**src/rtl/bus_register_read_master_assert.svh**
```systemverilog
// ----------------------------------------------------------------------------
// bus_register_read_master_assert.svh
// assertion macros for the bus register read master rtl
// ----------------------------------------------------------------------------
`ifndef BUS_REGISTER_READ_MASTER_ASSERT_SVH
`define BUS_REGISTER_READ_MASTER_ASSERT_SVH

// antecedent implies consequent in the same cycle
`define BRRM_ASSERT_SAME(label, clk, rst_n, ante, cons) \
  label: assert property (@(posedge clk) disable iff (!rst_n) (ante) |-> (cons)) \
    else $error("brrm assertion failed");

// antecedent implies consequent in the next cycle
`define BRRM_ASSERT_NEXT(label, clk, rst_n, ante, cons) \
  label: assert property (@(posedge clk) disable iff (!rst_n) (ante) |=> (cons)) \
    else $error("brrm assertion failed");

`endif

```
**src/rtl/brrm_pkg.sv**
```systemverilog
// ----------------------------------------------------------------------------
// brrm_pkg
// types, codes and crc helper for the bus register read master
// ----------------------------------------------------------------------------
package brrm_pkg;

  localparam int LEN_W   = 9;
  localparam int CNT_W   = 6;
  localparam int HDR_LEN = 6;

  localparam logic [LEN_W-1:0] FRAME_LEN = 9'd7;
  localparam logic [LEN_W-1:0] LEN_MAX   = 9'd511;

  // reflected form of the maxim crc-8 polynomial
  localparam logic [7:0] CRC_POLY = 8'h8C;

  localparam logic [1:0] MODE_REQ  = 2'd0;
  localparam logic [1:0] MODE_BYTE = 2'd1;
  localparam logic [1:0] MODE_END  = 2'd2;

  localparam logic [1:0] KIND_TX     = 2'd0;
  localparam logic [1:0] KIND_DATA   = 2'd1;
  localparam logic [1:0] KIND_STATUS = 2'd2;

  localparam logic [2:0] ST_OK        = 3'd0;
  localparam logic [2:0] ST_LENGTH    = 3'd1;
  localparam logic [2:0] ST_CRC       = 3'd2;
  localparam logic [2:0] ST_ADDRESS   = 3'd3;
  localparam logic [2:0] ST_MISMATCH  = 3'd4;
  localparam logic [2:0] ST_TOO_LARGE = 3'd5;
  localparam logic [2:0] ST_NONE      = 3'd6;

  localparam logic [1:0] REG_OWN_ADDR   = 2'd0;
  localparam logic [1:0] REG_READ_CODE  = 2'd1;
  localparam logic [1:0] REG_REPLY_CODE = 2'd2;

  typedef enum logic [2:0] {
    S_IDLE,
    S_TX,
    S_HDR_RD,
    S_HDR_CMP,
    S_DAT_RD,
    S_DAT_EMIT,
    S_STATUS
  } state_t;

  typedef struct packed {
    logic [1:0] kind;
    logic [7:0] byte_value;
    logic [2:0] status;
    logic       last;
  } res_t;

  function automatic logic [7:0] crc8_update(logic [7:0] crc, logic [7:0] b);
    logic [7:0] c;
    c = crc ^ b;
    for (int i = 0; i < 8; i++) begin
      c = c[0] ? ((c >> 1) ^ CRC_POLY) : (c >> 1);
    end
    return c;
  endfunction

endpackage

```
**src/rtl/brrm_reply_mem.sv**
```systemverilog
// ----------------------------------------------------------------------------
// brrm_reply_mem
// reply frame store, one write and one registered read port
// ----------------------------------------------------------------------------
module brrm_reply_mem #(
  parameter int DEPTH  = 38,
  parameter int ADDR_W = 6
) (
  input  logic              clk,
  input  logic              we,
  input  logic [ADDR_W-1:0] waddr,
  input  logic [7:0]        wdata,
  input  logic              re,
  input  logic [ADDR_W-1:0] raddr,
  output logic [7:0]        rdata
);

  logic [7:0] mem [DEPTH];
  logic [7:0] rdata_r;

  always_ff @(posedge clk) begin
    if (we) begin
      mem[waddr] <= wdata;
    end
  end

  always_ff @(posedge clk) begin
    if (re) begin
      rdata_r <= mem[raddr];
    end
  end

  assign rdata = rdata_r;

endmodule

```
**src/rtl/brrm_out_reg.sv**
```systemverilog
// ----------------------------------------------------------------------------
// brrm_out_reg
// result output register with valid/ready handshake
// ----------------------------------------------------------------------------
module brrm_out_reg
  import brrm_pkg::*;
(
  input  logic       clk,
  input  logic       rst_n,
  input  logic       load,
  input  res_t       res,
  output logic       slot_free,
  output logic       out_valid,
  input  logic       out_ready,
  output logic [1:0] out_kind,
  output logic [7:0] out_byte_value,
  output logic [2:0] out_status,
  output logic       out_last
);

  logic valid_r;
  logic valid_nxt;
  res_t res_r;

  assign slot_free = !valid_r || out_ready;

  always_comb begin
    valid_nxt = valid_r;
    if (load) begin
      valid_nxt = 1'b1;
    end else if (out_ready) begin
      valid_nxt = 1'b0;
    end
  end

  always_ff @(posedge clk) begin
    if (!rst_n) begin
      valid_r <= 1'b0;
    end else begin
      valid_r <= valid_nxt;
    end
  end

  always_ff @(posedge clk) begin
    if (load) begin
      res_r <= res;
    end
  end

  assign out_valid      = valid_r;
  assign out_kind       = res_r.kind;
  assign out_byte_value = res_r.byte_value;
  assign out_status     = res_r.status;
  assign out_last       = res_r.last;

endmodule

```
**src/rtl/bus_register_read_master.sv**
```systemverilog
// ----------------------------------------------------------------------------
// bus_register_read_master
// register-read master: emits crc-8 framed requests, stores and checks replies
// ----------------------------------------------------------------------------
// request item: 7 frame bytes, one per unstalled cycle from the cycle after accept
// reply byte item: one reply store write while a request is open and the byte fits
// end item: header bytes read and checked (up to 6), data bytes read, then status
// rate set by the single read port of the reply store and the one result register
// reset clears control and configuration; the reply store is not cleared
// ----------------------------------------------------------------------------
module bus_register_read_master
  import brrm_pkg::*;
#(
  parameter int MAX_COUNT = 32
) (
  input  logic       clk,
  input  logic       rst_n,
  input  logic       cfg_we,
  input  logic [1:0] cfg_index,
  input  logic [7:0] cfg_wdata,
  input  logic       in_valid,
  output logic       in_ready,
  input  logic [1:0] in_mode,
  input  logic [7:0] in_target_address,
  input  logic [7:0] in_start_register,
  input  logic [7:0] in_read_count,
  input  logic [7:0] in_reply_byte,
  output logic       out_valid,
  input  logic       out_ready,
  output logic [1:0] out_kind,
  output logic [7:0] out_byte_value,
  output logic [2:0] out_status,
  output logic       out_last
);

  `include "bus_register_read_master_assert.svh"

  localparam int MEM_DEPTH = HDR_LEN + MAX_COUNT;
  localparam int ADDR_W    = $clog2(MEM_DEPTH);

  state_t state_r, state_nxt;

  logic [7:0]       own_addr_r, read_code_r, reply_code_r;
  logic             pending_r, pending_nxt;
  logic [7:0]       target_r, target_nxt;
  logic [7:0]       register_r, register_nxt;
  logic [CNT_W-1:0] count_r, count_nxt;
  logic [LEN_W-1:0] rx_len_r, rx_len_nxt;
  logic [7:0]       rx_crc_r, rx_crc_nxt;
  logic             crc_ok_r, crc_ok_nxt;
  logic [7:0]       tx_crc_r, tx_crc_nxt;
  logic [2:0]       tx_idx_r, tx_idx_nxt;
  logic [2:0]       hdr_idx_r, hdr_idx_nxt;
  logic [CNT_W-1:0] dat_idx_r, dat_idx_nxt;
  logic [2:0]       status_r, status_nxt;

  logic              accept;
  logic              slot_free;
  logic              res_load;
  res_t              res;
  logic              mem_we;
  logic [ADDR_W-1:0] mem_waddr;
  logic              mem_re;
  logic [ADDR_W-1:0] mem_raddr;
  logic [7:0]        mem_rdata;
  logic [7:0]        tx_byte;
  logic [7:0]        hdr_expect;
  logic              too_large;
  logic              len_ok;
  logic              hdr_mismatch;

  assign in_ready  = (state_r == S_IDLE);
  assign accept    = in_valid && in_ready;
  assign too_large = (in_read_count > 8'(MAX_COUNT));
  assign len_ok    = (rx_len_r == (LEN_W'(count_r) + FRAME_LEN));

  always_ff @(posedge clk) begin
    if (!rst_n) begin
      own_addr_r   <= '0;
      read_code_r  <= '0;
      reply_code_r <= '0;
    end else if (cfg_we) begin
      case (cfg_index)
        REG_OWN_ADDR:   own_addr_r   <= cfg_wdata;
        REG_READ_CODE:  read_code_r  <= cfg_wdata;
        REG_REPLY_CODE: reply_code_r <= cfg_wdata;
        default: begin
        end
      endcase
    end
  end

  always_comb begin
    case (tx_idx_r)
      3'd0:    tx_byte = own_addr_r;
      3'd1:    tx_byte = target_r;
      3'd2:    tx_byte = read_code_r;
      3'd3:    tx_byte = 8'h00;
      3'd4:    tx_byte = register_r;
      3'd5:    tx_byte = 8'(count_r);
      default: tx_byte = tx_crc_r;
    endcase
  end

  always_comb begin
    case (hdr_idx_r)
      3'd0:    hdr_expect = target_r;
      3'd1:    hdr_expect = own_addr_r;
      3'd2:    hdr_expect = reply_code_r;
      3'd3:    hdr_expect = 8'h00;
      3'd4:    hdr_expect = register_r;
      default: hdr_expect = 8'(count_r);
    endcase
  end

  assign hdr_mismatch = (mem_rdata != hdr_expect);

  // next state
  always_comb begin
    state_nxt = state_r;
    case (state_r)
      S_IDLE: begin
        if (accept) begin
          case (in_mode)
            MODE_REQ: begin
              state_nxt = too_large ? S_STATUS : S_TX;
            end
            MODE_END: begin
              if (!pending_r || !len_ok || !crc_ok_r) begin
                state_nxt = S_STATUS;
              end else begin
                state_nxt = S_HDR_RD;
              end
            end
            default: begin
            end
          endcase
        end
      end
      S_TX: begin
        if (slot_free && tx_idx_r == 3'd6) begin
          state_nxt = S_IDLE;
        end
      end
      S_HDR_RD: begin
        state_nxt = S_HDR_CMP;
      end
      S_HDR_CMP: begin
        if (hdr_mismatch || (hdr_idx_r == 3'(HDR_LEN - 1) && count_r == '0)) begin
          state_nxt = S_STATUS;
        end else if (hdr_idx_r == 3'(HDR_LEN - 1)) begin
          state_nxt = S_DAT_RD;
        end else begin
          state_nxt = S_HDR_RD;
        end
      end
      S_DAT_RD: begin
        state_nxt = S_DAT_EMIT;
      end
      S_DAT_EMIT: begin
        if (slot_free) begin
          state_nxt = (dat_idx_r == count_r - 1'b1) ? S_STATUS : S_DAT_RD;
        end
      end
      S_STATUS: begin
        if (slot_free) begin
          state_nxt = S_IDLE;
        end
      end
      default: begin
        state_nxt = S_IDLE;
      end
    endcase
  end

  // datapath and outputs
  always_comb begin
    pending_nxt  = pending_r;
    target_nxt   = target_r;
    register_nxt = register_r;
    count_nxt    = count_r;
    rx_len_nxt   = rx_len_r;
    rx_crc_nxt   = rx_crc_r;
    crc_ok_nxt   = crc_ok_r;
    tx_crc_nxt   = tx_crc_r;
    tx_idx_nxt   = tx_idx_r;
    hdr_idx_nxt  = hdr_idx_r;
    dat_idx_nxt  = dat_idx_r;
    status_nxt   = status_r;
    mem_we       = 1'b0;
    mem_waddr    = rx_len_r[ADDR_W-1:0];
    mem_re       = 1'b0;
    mem_raddr    = ADDR_W'(hdr_idx_r);
    res_load     = 1'b0;
    res          = '0;
    case (state_r)
      S_IDLE: begin
        if (accept) begin
          case (in_mode)
            MODE_REQ: begin
              if (too_large) begin
                status_nxt = ST_TOO_LARGE;
              end else begin
                pending_nxt  = 1'b1;
                target_nxt   = in_target_address;
                register_nxt = in_start_register;
                count_nxt    = in_read_count[CNT_W-1:0];
                rx_len_nxt   = '0;
                rx_crc_nxt   = '0;
                crc_ok_nxt   = 1'b0;
                tx_crc_nxt   = '0;
                tx_idx_nxt   = '0;
              end
            end
            MODE_BYTE: begin
              if (pending_r) begin
                crc_ok_nxt = (in_reply_byte == rx_crc_r);
                rx_crc_nxt = crc8_update(rx_crc_r, in_reply_byte);
                mem_we     = (rx_len_r < (LEN_W'(count_r) + LEN_W'(HDR_LEN)));
                if (rx_len_r != LEN_MAX) begin
                  rx_len_nxt = rx_len_r + 1'b1;
                end
              end
            end
            MODE_END: begin
              pending_nxt = 1'b0;
              hdr_idx_nxt = '0;
              dat_idx_nxt = '0;
              if (!pending_r) begin
                status_nxt = ST_NONE;
              end else if (!len_ok) begin
                status_nxt = ST_LENGTH;
              end else if (!crc_ok_r) begin
                status_nxt = ST_CRC;
              end else begin
                status_nxt = ST_OK;
              end
            end
            default: begin
            end
          endcase
        end
      end
      S_TX: begin
        if (slot_free) begin
          res_load       = 1'b1;
          res.kind       = KIND_TX;
          res.byte_value = tx_byte;
          res.last       = (tx_idx_r == 3'd6);
          tx_crc_nxt     = crc8_update(tx_crc_r, tx_byte);
          tx_idx_nxt     = tx_idx_r + 1'b1;
        end
      end
      S_HDR_RD: begin
        mem_re    = 1'b1;
        mem_raddr = ADDR_W'(hdr_idx_r);
      end
      S_HDR_CMP: begin
        if (hdr_mismatch) begin
          status_nxt = (hdr_idx_r < 3'd2) ? ST_ADDRESS : ST_MISMATCH;
        end else begin
          hdr_idx_nxt = hdr_idx_r + 1'b1;
        end
      end
      S_DAT_RD: begin
        mem_re    = 1'b1;
        mem_raddr = ADDR_W'(dat_idx_r) + ADDR_W'(HDR_LEN);
      end
      S_DAT_EMIT: begin
        if (slot_free) begin
          res_load       = 1'b1;
          res.kind       = KIND_DATA;
          res.byte_value = mem_rdata;
          dat_idx_nxt    = dat_idx_r + 1'b1;
        end
      end
      S_STATUS: begin
        if (slot_free) begin
          res_load   = 1'b1;
          res.kind   = KIND_STATUS;
          res.status = status_r;
          res.last   = 1'b1;
        end
      end
      default: begin
      end
    endcase
  end

  always_ff @(posedge clk) begin
    if (!rst_n) begin
      state_r    <= S_IDLE;
      pending_r  <= 1'b0;
      target_r   <= '0;
      register_r <= '0;
      count_r    <= '0;
      rx_len_r   <= '0;
      rx_crc_r   <= '0;
      crc_ok_r   <= 1'b0;
      tx_crc_r   <= '0;
      tx_idx_r   <= '0;
      hdr_idx_r  <= '0;
      dat_idx_r  <= '0;
      status_r   <= ST_OK;
    end else begin
      state_r    <= state_nxt;
      pending_r  <= pending_nxt;
      target_r   <= target_nxt;
      register_r <= register_nxt;
      count_r    <= count_nxt;
      rx_len_r   <= rx_len_nxt;
      rx_crc_r   <= rx_crc_nxt;
      crc_ok_r   <= crc_ok_nxt;
      tx_crc_r   <= tx_crc_nxt;
      tx_idx_r   <= tx_idx_nxt;
      hdr_idx_r  <= hdr_idx_nxt;
      dat_idx_r  <= dat_idx_nxt;
      status_r   <= status_nxt;
    end
  end

  brrm_reply_mem #(
    .DEPTH  (MEM_DEPTH),
    .ADDR_W (ADDR_W)
  ) u_reply_mem (
    .clk   (clk),
    .we    (mem_we),
    .waddr (mem_waddr),
    .wdata (in_reply_byte),
    .re    (mem_re),
    .raddr (mem_raddr),
    .rdata (mem_rdata)
  );

  brrm_out_reg u_out_reg (
    .clk            (clk),
    .rst_n          (rst_n),
    .load           (res_load),
    .res            (res),
    .slot_free      (slot_free),
    .out_valid      (out_valid),
    .out_ready      (out_ready),
    .out_kind       (out_kind),
    .out_byte_value (out_byte_value),
    .out_status     (out_status),
    .out_last       (out_last)
  );

  `BRRM_ASSERT_NEXT(a_req_starts_frame, clk, rst_n,
    accept && in_mode == MODE_REQ && !too_large, state_r == S_TX && tx_idx_r == 3'd0)
  `BRRM_ASSERT_SAME(a_store_in_range, clk, rst_n,
    mem_we, rx_len_r < LEN_W'(MEM_DEPTH))
  `BRRM_ASSERT_SAME(a_data_in_count, clk, rst_n,
    state_r == S_DAT_EMIT, dat_idx_r < count_r)
  `BRRM_ASSERT_SAME(a_done_with_last, clk, rst_n,
    state_r != S_IDLE && state_nxt == S_IDLE, res_load && res.last)

endmodule

```
**config.mk**
```make
export PLATFORM = sky130hd
export DESIGN_NAME = bus_register_read_master
export DESIGN_NICKNAME = d
export VERILOG_FILES = /design/src/rtl/brrm_pkg.sv /design/src/rtl/brrm_reply_mem.sv /design/src/rtl/brrm_out_reg.sv /design/src/rtl/bus_register_read_master.sv
export VERILOG_INCLUDE_DIRS = /design/src /design/src/rtl
export SDC_FILE = /design/constraint.sdc
export NUM_CORES = 1
export LEC_CHECK = 0
export BUFFER_PORTS_ARGS = -buffer_cell sky130_fd_sc_hd__buf_2
export CORE_MARGIN = 2
export CORE_UTILIZATION = 30
export DETAILED_ROUTE_END_ITERATION = 7
export PLACE_DENSITY = 0.47
export REMOVE_ABC_BUFFERS = 1
export SLEW_MARGIN = 5
export SYNTH_ARGS = -nofsm -noshare
export SYNTH_HDL_FRONTEND = slang
export SYNTH_SLANG_ARGS = --single-unit
export TNS_END_PERCENT = 50
```
**constraint.sdc**
```tcl
create_clock -name clk -period 4.7 [get_ports clk]
set_clock_uncertainty 0.2 [all_clocks]
set_input_delay 0.235 -clock clk [delete_from_list [all_inputs] [get_ports clk]]
set_output_delay 0.235 -clock clk [all_outputs]
set_load 0.05 [all_outputs]
```
==> flow_metrics.env, run 1 <==
export IMPL_p_sw_share_pct=28.8
export IMPL_ys_ff_latch=418
export IMPL_r2r_slack_ps=670
export IMPL_finalSetupViolations=0
export IMPL_reg_top3="u_reply_mem.mem (304), rx_len_r (9)"
export IMPL_synth_enable_flop_cells=326
export IMPL_core_mm2=0.0630
export IMPL_fill_cells=6219
export IMPL_syn_cell_area_mm2=0.0191
export IMPL_slew_viol_final=0
export IMPL_drt_total_wl_um=56700
export IMPL_firstDrtPassIters=5
export IMPL_tightest_slew_ps=1060
export IMPL_post_route_util_pct=36.1
export IMPL_core_rowCount=92
export IMPL_initial_utilization_pct=30.3
export IMPL_hold_viol=0
export IMPL_start_kind="flip-flop"
export IMPL_die_h_um=256
export IMPL_syn_avg_cell_area_um2=11.0
export IMPL_via_count=13800
export IMPL_ant_nets=0
export IMPL_seqPwrFrac_pct=42.6
export IMPL_reg2reg_to="u_reply_mem.rdata[4]$_DFFE_PN_"
export IMPL_grt_pass1_wl_um=85900
export IMPL_grt_max_degree=97
export IMPL_ctsResizeCount=0
export IMPL_wl_per_cell_um=20.7
export IMPL_cts_buffers=47
export IMPL_antenna_found_initial=1
export IMPL_clkLatencyLatePin_ps=600
export IMPL_arrival_ps=4270
export IMPL_htreeDepth=2
export IMPL_synthFlopType="edfxtp_1"
export IMPL_worstPathMaxFanout=96
export IMPL_reg2reg_depth=9
export IMPL_cts_root_buffer="clkbuf_16"
export IMPL_area_growth_pct=19.1
export IMPL_vias_per_cell=5.05
export IMPL_design_area_mm2=0.0228
export IMPL_min_period_ps=4030
export IMPL_regMostFlops="u_reply_mem.mem"
export IMPL_layout_nets=1919
export IMPL_drive_gt1_share_pct=12.5
export IMPL_slew_headroom_pct=28.8
export IMPL_die_w_um=256
export IMPL_path_cells="or3b_1, mux2i_4, buf_12, nand2_1, and3_1, a311oi_1, a31oi_1, a211o_1, nand4_1"
export IMPL_cts_tree="done"
export IMPL_pin_count=65
export IMPL_multi_input_area_mm2=0.00687
export IMPL_synthArstFlopShare_pct=0
export IMPL_final_cell_mix="nand2_1 (402), edfxtp_1 (326), dfxtp_1 (92)"
export IMPL_rsz0062_at_grt="false"
export IMPL_critPathKind="flip-flop to flip-flop"
export IMPL_area_sequential_mm2=0.0116
export IMPL_cts_path_max_buffers=3
export IMPL_placed_cell_area_mm2=0.0206
export IMPL_hp_start="cfg_index[0]"
export IMPL_p_sw_w=0.00288
export IMPL_ys_seq_area_share_pct=60.9
export IMPL_drc_errors=0
export IMPL_max_cap_violations=0
export IMPL_ys_warnings_count=0
export IMPL_synthDistinctLibCells=64
export IMPL_hold_depth=5
export IMPL_hold_path_endpoint="own_addr_r[6]$_SDFFE_PN0P_"
export IMPL_die_area_mm2=0.0657
export IMPL_slowest_stage="mux2i_4"
export IMPL_gp_congestion=0.870
export IMPL_grt_pass1_vias=13800
export IMPL_drt_iter0_drc=1146
export IMPL_p_per_area_mw_per_mm2=439
export IMPL_cts_sinks=418
export IMPL_fmax_mhz=248
export IMPL_ir_worst_vdd_mv=0.233
export IMPL_syn_inst=1729
export IMPL_combPwrFrac_pct=17.3
export IMPL_dp_hpwl_um=37000
export IMPL_grt_overflow=0
export IMPL_crit_path_max_incr_delay_ps=770
export IMPL_largest_reg_flops=304
export IMPL_io_buffer_count=64
export IMPL_leakagePower_nw=8.00
export IMPL_r2r_start="state_r[1]$_SDFFE_PN0P_"
export IMPL_post_route_period_util_pct=85.8
export IMPL_cp_required_ps=4940
export IMPL_hold_path_class="input port to flip-flop"
export IMPL_internal_power_w=0.00712
export IMPL_cp_end_kind="flip-flop"
export IMPL_cts_clk_slew_worst_paths_ps=60
export IMPL_status="finished clean"
export IMPL_final_common_cell="nand2_1"
export IMPL_gr_usage_all_layers_pct=17.1
export IMPL_pwr_share_clk_pct=40.1
## through the flow
stage	setup TNS (ps)	setup WS (ps)	hold WS (ps)	std cells	power (W)
2_1_floorplan	-984	-123	134	1606	0.00536
3_3_place_gp	0	741	257	2593	0.00603
3_5_place_dp	0	692	251	2593	0.00604
4_1_cts	0	661	5.71	2731	0.0101
5_1_grt	0	408	47.6	2731	0.0104
6_report	0	667	29.5	2732	0.0100
## layer usage
| layer | vias to the layer above | share of wire, % | global-route usage [%] |
|---|---|---|---|
| met5 | - | 0 | 0 |
| met4 | 0 | 2.7 | 5.57 |
| met3 | 85 | 5.9 | 3.05 |
| met2 | 405 | 46 | 27.5 |
| met1 | 6756 | 45 | 23.2 |
| li1 | 6549 | - | - |
## timing repair
action                    4_1_cts  5_1_grt
hold buffers                   50        0
hold endpoints to repair       59        0
buffers inserted                0        0
## synth_stat cells, types with 5 or more instances
library cell / number / area [µm²]
a211oi_1: 10 / 75.1
o211ai_1: 11 / 82.6
a222oi_1: 13 / 130
edfxtp_1: 326 / 9790
buf_4: 15 / 113
nand2_1: 402 / 1510
inv_1: 16 / 60.1
nor2_1: 47 / 176
a21boi_0: 26 / 195
a311oi_1: 48 / 420
buf_1: 10 / 37.5
nor3_1: 47 / 235
a21oi_1: 27 / 135
or3_1: 12 / 75.1
or4_1: 5 / 37.5
o21ai_0: 62 / 310
xnor2_1: 41 / 359
nand4_1: 19 / 119
dfxtp_1: 92 / 1840
and2_1: 10 / 62.6
clkbuf_1: 72 / 270
a31oi_1: 26 / 163
a22oi_1: 14 / 105
nor2b_1: 53 / 332
nand3_1: 58 / 290
a211o_1: 8 / 70.1
o21a_1: 5 / 37.5
nand3b_1: 5 / 37.5
o22ai_1: 8 / 50.1
nand2b_1: 8 / 50.1
ha_1: 24 / 300
xor2_1: 29 / 254
and3_1: 67 / 419
buf_2: 22 / 110
mux2_2: 6 / 67.6
mux2i_1: 34 / 340
## worst max-delay path: cells and delay by family (launching register included)
kind            cells  cell delay, ps
flops               1             590
buf+inv             1             440
compound gates      3             920
mux                 1             770
simple gates        4             910
## area by class of cell
| class | count | area share [%] |
|---|---|---|
| Tap cell | 846 | 4.65 |
| Multi-Input combinational cell | 1172 | 30.2 |
| Inverter | 16 | 0.264 |
| Timing Repair Buffer | 191 | 6.31 |
| Clock inverter | 32 | 2.02 |
| Sequential cell | 418 | 51.1 |
| Clock buffer | 56 | 5.41 |
| Antenna cell | 1 | 0.0110 |
## worst max-delay path by stage
stage,slack (ps),to,cells after the start,from
after CTS,660,u_reply_mem.rdata[4]$_DFFE_PN_,9,state_r[1]$_SDFFE_PN0P_
after detailed placement,690,u_reply_mem.rdata[4]$_DFFE_PN_,9,state_r[1]$_SDFFE_PN0P_
final,670,u_reply_mem.rdata[4]$_DFFE_PN_,9,state_r[1]$_SDFFE_PN0P_
after global routing,410,u_reply_mem.rdata[3]$_DFFE_PN_,8,state_r[1]$_SDFFE_PN0P_
after global placement,740,u_reply_mem.rdata[4]$_DFFE_PN_,9,state_r[1]$_SDFFE_PN0P_
after floorplan,-120,u_reply_mem.rdata[0]$_DFFE_PN_,7,state_r[2]$_SDFFE_PN0P_
## logic make-up after synthesis
kind of cell / count (synthesis) / share of synthesized area [%]
simple gates: 748 / 18.1
flops: 418 / 60.9
compound gates: 288 / 10.6
buf+inv: 139 / 3.29
xor+xnor: 71 / 3.33
mux: 41 / 2.25
fa+ha+maj: 24 / 1.57
## power groups by stage
stage,clock [W],sequential [W],combinational [W]
after floorplan,0,0.00440,0.000953
after global placement,0,0.00433,0.00170
after detailed placement,0,0.00433,0.00170
after CTS,0.00411,0.00425,0.00174
after global routing,0.00427,0.00427,0.00188
final,0.00401,0.00426,0.00173
No activity file was read; power rests on OpenSTA's default activity.
==> run 2, diff against run 1 <==
- CORE_MARGIN: 2 -> 8
- RECOVER_POWER: not set -> 50
==> flow_metrics.env, run 2 (synthesis results as in run 1) <==
export IMPL_core_rowCount=92
export IMPL_dp_hpwl_um=37600
export IMPL_final_cell_mix="nand2_1 (402), edfxtp_1 (326), dfxtp_1 (92)"
export IMPL_via_count=13800
export IMPL_cp_num_buf_inv=2
export IMPL_initial_utilization_pct=30.3
export IMPL_grt_max_degree=89
export IMPL_place_inst=2595
export IMPL_grt_pass1_wl_um=86900
export IMPL_start_kind="flip-flop"
export IMPL_die_area_mm2=0.0720
export IMPL_drt_iter0_drc=1131
export IMPL_leakagePower_nw=7.79
export IMPL_cts_buffers=47
export IMPL_critPathTopFamily="multiplexers"
export IMPL_fin_tns_setup_ps=0
export IMPL_path_cells="or3b_1, mux2i_4, buf_12, buf_4, nand2_1, and3_1, a311oi_1, a31oi_1, a211o_1, nand4_1"
export IMPL_ant_nets=0
export IMPL_wl_per_cell_um=20.9
export IMPL_hold_viol=0
export IMPL_grt_overflow=0
export IMPL_cp_required_ps=4930
export IMPL_arrival_ps=4240
export IMPL_design_area_mm2=0.0225
export IMPL_placed_cell_area_mm2=0.0206
export IMPL_grt_pass1_vias=13800
export IMPL_vias_per_cell=5.06
export IMPL_drive_gt1_share_pct=10.8
export IMPL_htreeDepth=2
export IMPL_min_period_ps=4010
export IMPL_gr_usage_all_layers_pct=15.8
export IMPL_die_w_um=268
export IMPL_tightest_slew_ps=2560
export IMPL_hold_path_class="input port to flip-flop"
export IMPL_gp_congestion=0.892
export IMPL_slew_headroom_pct=-70.7
export IMPL_post_route_period_util_pct=85.3
export IMPL_instances_no_fill=2735
export IMPL_drt_total_wl_um=57200
export IMPL_ctsResizeCount=0
export IMPL_total_power_w=0.00940
export IMPL_cts_root_buffer="clkbuf_16"
export IMPL_firstDrtPassIters=5
export IMPL_regMostFlops="u_reply_mem.mem"
export IMPL_violations="max-capacitance violations, max-slew violations"
export IMPL_layout_nets=1923
export IMPL_fill_cells=6292
export IMPL_finalSetupViolations=0
export IMPL_slowest_stage="mux2i_4"
export IMPL_cts_path_max_buffers=3
export IMPL_max_cap_violations=8
export IMPL_worstPathMaxFanout=33
export IMPL_slew_viol_final=317
export IMPL_drc_errors=0
export IMPL_pin_count=65
export IMPL_die_h_um=268
export IMPL_cts_sinks=418
export IMPL_area_growth_pct=17.7
export IMPL_cts_tree="done"
export IMPL_critPathKind="flip-flop to flip-flop"
export IMPL_clkLatencyLatePin_ps=590
export IMPL_cp_end_kind="flip-flop"
export IMPL_crit_path_max_incr_delay_ps=880
export IMPL_largest_reg_flops=304
export IMPL_whs_ps=243
export IMPL_final_common_cell="nand2_1"
export IMPL_io_buffer_count=64
export IMPL_reg_top3="u_reply_mem.mem (304), rx_len_r (9)"
export IMPL_p_per_area_mw_per_mm2=418
export IMPL_fmax_mhz=249
export IMPL_cts_clk_slew_worst_paths_ps=60
export IMPL_status="complete, but fails checks"
export IMPL_antenna_found_initial=1
export IMPL_ir_worst_vdd_mv=0.268
export IMPL_core_mm2=0.0630
export IMPL_rsz0062_at_grt="false"
[run 2: path summary, 6_finish.rpt]
path	start	slack (ps)	cells after the start	end
max	state_r[1]$_SDFFE_PN0P_	690	10	u_reply_mem.rdata[3]$_DFFE_PN_
min reg2reg	status_r[1]$_SDFFE_PN0P_	260	2	status_r[1]$_SDFFE_PN0P_
max reg2reg	state_r[1]$_SDFFE_PN0P_	690	10	u_reply_mem.rdata[3]$_DFFE_PN_
min	in_read_count[6]	240	6	state_r[2]$_SDFFE_PN0P_
[run 2: layout make-up]
cell class | count | area (µm²) | area share, %
clock inverter | 29 | 199 | 0.885
sequential | 418 | 11600 | 51.8
inverter | 16 | 60.1 | 0.267
timing repair buffer | 195 | 1410 | 6.26
antenna | 1 | 2.50 | 0.0111
clock buffer | 58 | 1230 | 5.48
multi-input combinational | 1172 | 6880 | 30.6
tap | 846 | 1060 | 4.71
[run 2: what timing repair did]
item / in CTS / in global routing
endpoints found under the hold margin: 61 / 0
setup buffers: 0 / 0
hold buffers: 52 / 0
[run 2: power by group]
group          internal (W)  total [W]  switching, W
combinational      0.000531    0.00168       0.00115
sequential          0.00413    0.00427      0.000135
clock               0.00193    0.00346       0.00153
[run 2: layer usage]
layer  up-vias  routed length [µm]  global-route usage [%]  part of all wire, %
li1       6559                   -                       -                    -
met1      6805               26800                    21.9                   47
met2       364               25700                    24.9                   45
met3       102                3200                    3.08                  5.6
met4         0                1510                    4.35                  2.6
met5         -                   0                       0                    0
[run 2: worst reg2reg max path: stages (launching register included)]
cell,delay [ps]
dfxtp_1,610
or3b_1,530
mux2i_4,880
buf_12,300
buf_4,230
nand2_1,60
and3_1,170
a311oi_1,260
a31oi_1,130
a211o_1,380
nand4_1,100
[run 2: through the flow]
| step | setup WS [ps] | utilization (%) |
|---|---|---|
| finish | 692 | 35.7 |
| global route | 436 | 35.7 |
| CTS | 710 | 35.8 |
| detailed placement | 742 | 32.7 |
| global placement | 773 | 32.7 |
| floorplan | -123 | - |
==> run 3, diff against run 2 <==
- CORE_ASPECT_RATIO: not set -> 0.9
==> flow_metrics.env, run 3 (synthesis results as in run 1) <==
export IMPL_ant_nets=0
export IMPL_diodes=0
export IMPL_hold_viol=0
export IMPL_initial_utilization_pct=30.4
export IMPL_busiest_layer="met2"
export IMPL_fin_tns_setup_ps=0
export IMPL_cts_clk_slew_worst_paths_ps=60
export IMPL_slew_viol_final=306
export IMPL_slowest_stage="o31ai_1"
export IMPL_cp_end_kind="flip-flop"
export IMPL_met3_usage_pct=2.06
export IMPL_final_common_cell="nand2_1"
export IMPL_min_period_ps=3830
export IMPL_layout_nets=1914
export IMPL_globalRouteMet1Util_pct=22.1
export IMPL_area_sequential_mm2=0.0116
export IMPL_crit_end="status_r[1]$_SDFFE_PN0P_"
export IMPL_die_area_mm2=0.0720
export IMPL_cts_tree="done"
export IMPL_hold_path_class="input port to flip-flop"
export IMPL_crit_start="hdr_idx_r[0]$_SDFFE_PN0P_"
export IMPL_leakagePower_nw=7.72
export IMPL_total_power_w=0.00942
export IMPL_multi_input_area_mm2=0.00688
export IMPL_drive_gt1_share_pct=10.1
export IMPL_slew_headroom_pct=-66.9
export IMPL_drt_iter0_drc=1253
export IMPL_die_w_um=282
export IMPL_grt_pass1_vias=13700
export IMPL_post_route_period_util_pct=81.5
export IMPL_fmax_mhz=261
export IMPL_via_count=13900
export IMPL_ir_worst_vdd_mv=0.297
export IMPL_grt_use_met2_pct=25.1
export IMPL_largest_reg_flops=304
export IMPL_grt_max_degree=106
export IMPL_cts_hold_buf=44
export IMPL_worstPathMaxFanout=20
export IMPL_regMostFlops="u_reply_mem.mem"
export IMPL_cts_buffers=45
export IMPL_drt_total_wl_um=57700
export IMPL_area_growth_pct=17.1
export IMPL_post_cts_buffers=0
export IMPL_r2r_start="hdr_idx_r[0]$_SDFFE_PN0P_"
export IMPL_status="complete, but fails checks"
export IMPL_drc_errors=0
export IMPL_pin_count=65
export IMPL_p_per_area_mw_per_mm2=421
export IMPL_clkLatencyLatePin_ps=580
export IMPL_max_cap_violations=8
export IMPL_cpMostUsedCell="mux2i_1"
export IMPL_crit_path_max_incr_delay_ps=810
export IMPL_critPathKind="flip-flop to flip-flop"
export IMPL_reg2reg_depth=9
export IMPL_cts_path_max_buffers=3
export IMPL_finalSetupViolations=0
export IMPL_gp_congestion=0.827
export IMPL_cts_sinks=418
export IMPL_violations="max-capacitance violations, max-slew violations"
export IMPL_tightest_slew_ps=2500
export IMPL_cp_required_ps=5010
export IMPL_arrival_ps=4150
export IMPL_gr_usage_all_layers_pct=15.5
export IMPL_wl_per_cell_um=21.2
export IMPL_reg_top3="u_reply_mem.mem (304), rx_len_r (9)"
export IMPL_die_h_um=255
export IMPL_hp_start="in_read_count[7]"
export IMPL_io_buffer_count=64
export IMPL_final_cell_mix="nand2_1 (402), edfxtp_1 (326), dfxtp_1 (92)"
export IMPL_dp_hpwl_um=37300
export IMPL_firstDrtPassIters=6
export IMPL_grt_pass1_wl_um=86600
export IMPL_core_mm2=0.0628
export IMPL_fill_cells=6241
export IMPL_r2r_slack_ps=870
export IMPL_start_kind="flip-flop"
export IMPL_htreeDepth=2
export IMPL_grt_overflow=0
export IMPL_path_cells="inv_1, ha_1, a222oi_1, o21ai_0, mux2i_1, xor2_1, nand4_1, o31ai_1, mux2i_1"
export IMPL_ctsResizeCount=0
export IMPL_core_rowCount=87
export IMPL_rsz0062_at_grt="false"
export IMPL_antenna_found_initial=1
export IMPL_vias_per_cell=5.12
export IMPL_reg2reg_to="status_r[1]$_SDFFE_PN0P_"
export IMPL_cts_root_buffer="clkbuf_16"
run 3: critical path, delay by kind of cell (launching register included):
family          cells  cell delay (ps)
compound gates      3             1570
xor+xnor            1              170
fa+ha+maj           1              500
buf+inv             1              110
flops               1              490
mux                 2              520
simple gates        1              200
run 3: worst min path at each step:
| stage | slack [ps] | cells after the start | to |
|---|---|---|---|
| 6_report | 200 | 6 | state_r[2]$_SDFFE_PN0P_ |
| 5_1_grt | 260 | 6 | state_r[2]$_SDFFE_PN0P_ |
| 4_1_cts | 70 | 2 | u_reply_mem.mem[19][7]$_DFFE_PP_ |
| 3_5_place_dp | 260 | 2 | status_r[0]$_SDFFE_PN0P_ |
| 3_3_place_gp | 250 | 2 | status_r[0]$_SDFFE_PN0P_ |
| 2_1_floorplan | 130 | 0 | u_reply_mem.mem[0][0]$_DFFE_PP_ |
run 3: final cells by class:
type | count | share of cell area [%]
well taps | 845 | 4.72
clock inverters | 20 | 0.749
repair buffers | 188 | 6.01
clock buffers | 58 | 5.54
flip-flops and latches | 418 | 52.0
inverters | 16 | 0.268
multi-input cells | 1172 | 30.7
run 3: per-stage QoR:
step	setup slack (ps)	instance area, µm²	std cells	util [%]	hold WS (ps)
after floorplan	-123	18500	1606	-	134
after global placement	960	20600	2595	32.8	250
after detailed placement	860	20600	2595	32.8	258
after CTS	844	22400	2717	35.7	74.4
after global routing	641	22400	2717	35.6	265
final	867	22400	2717	35.6	204
run 3: layer usage:
metal | wire length [µm] | vias up
li1 | - | 6530
met1 | 27500 | 6989
met2 | 26500 | 343
met3 | 2880 | 56
met4 | 836 | 0
met5 | 0 | -
run 3: power by group:
part | switching, W | total (W) | internal (W)
logic | 0.00116 | 0.00170 | 0.000539
registers | 0.000132 | 0.00427 | 0.00413
clock network | 0.00148 | 0.00345 | 0.00197
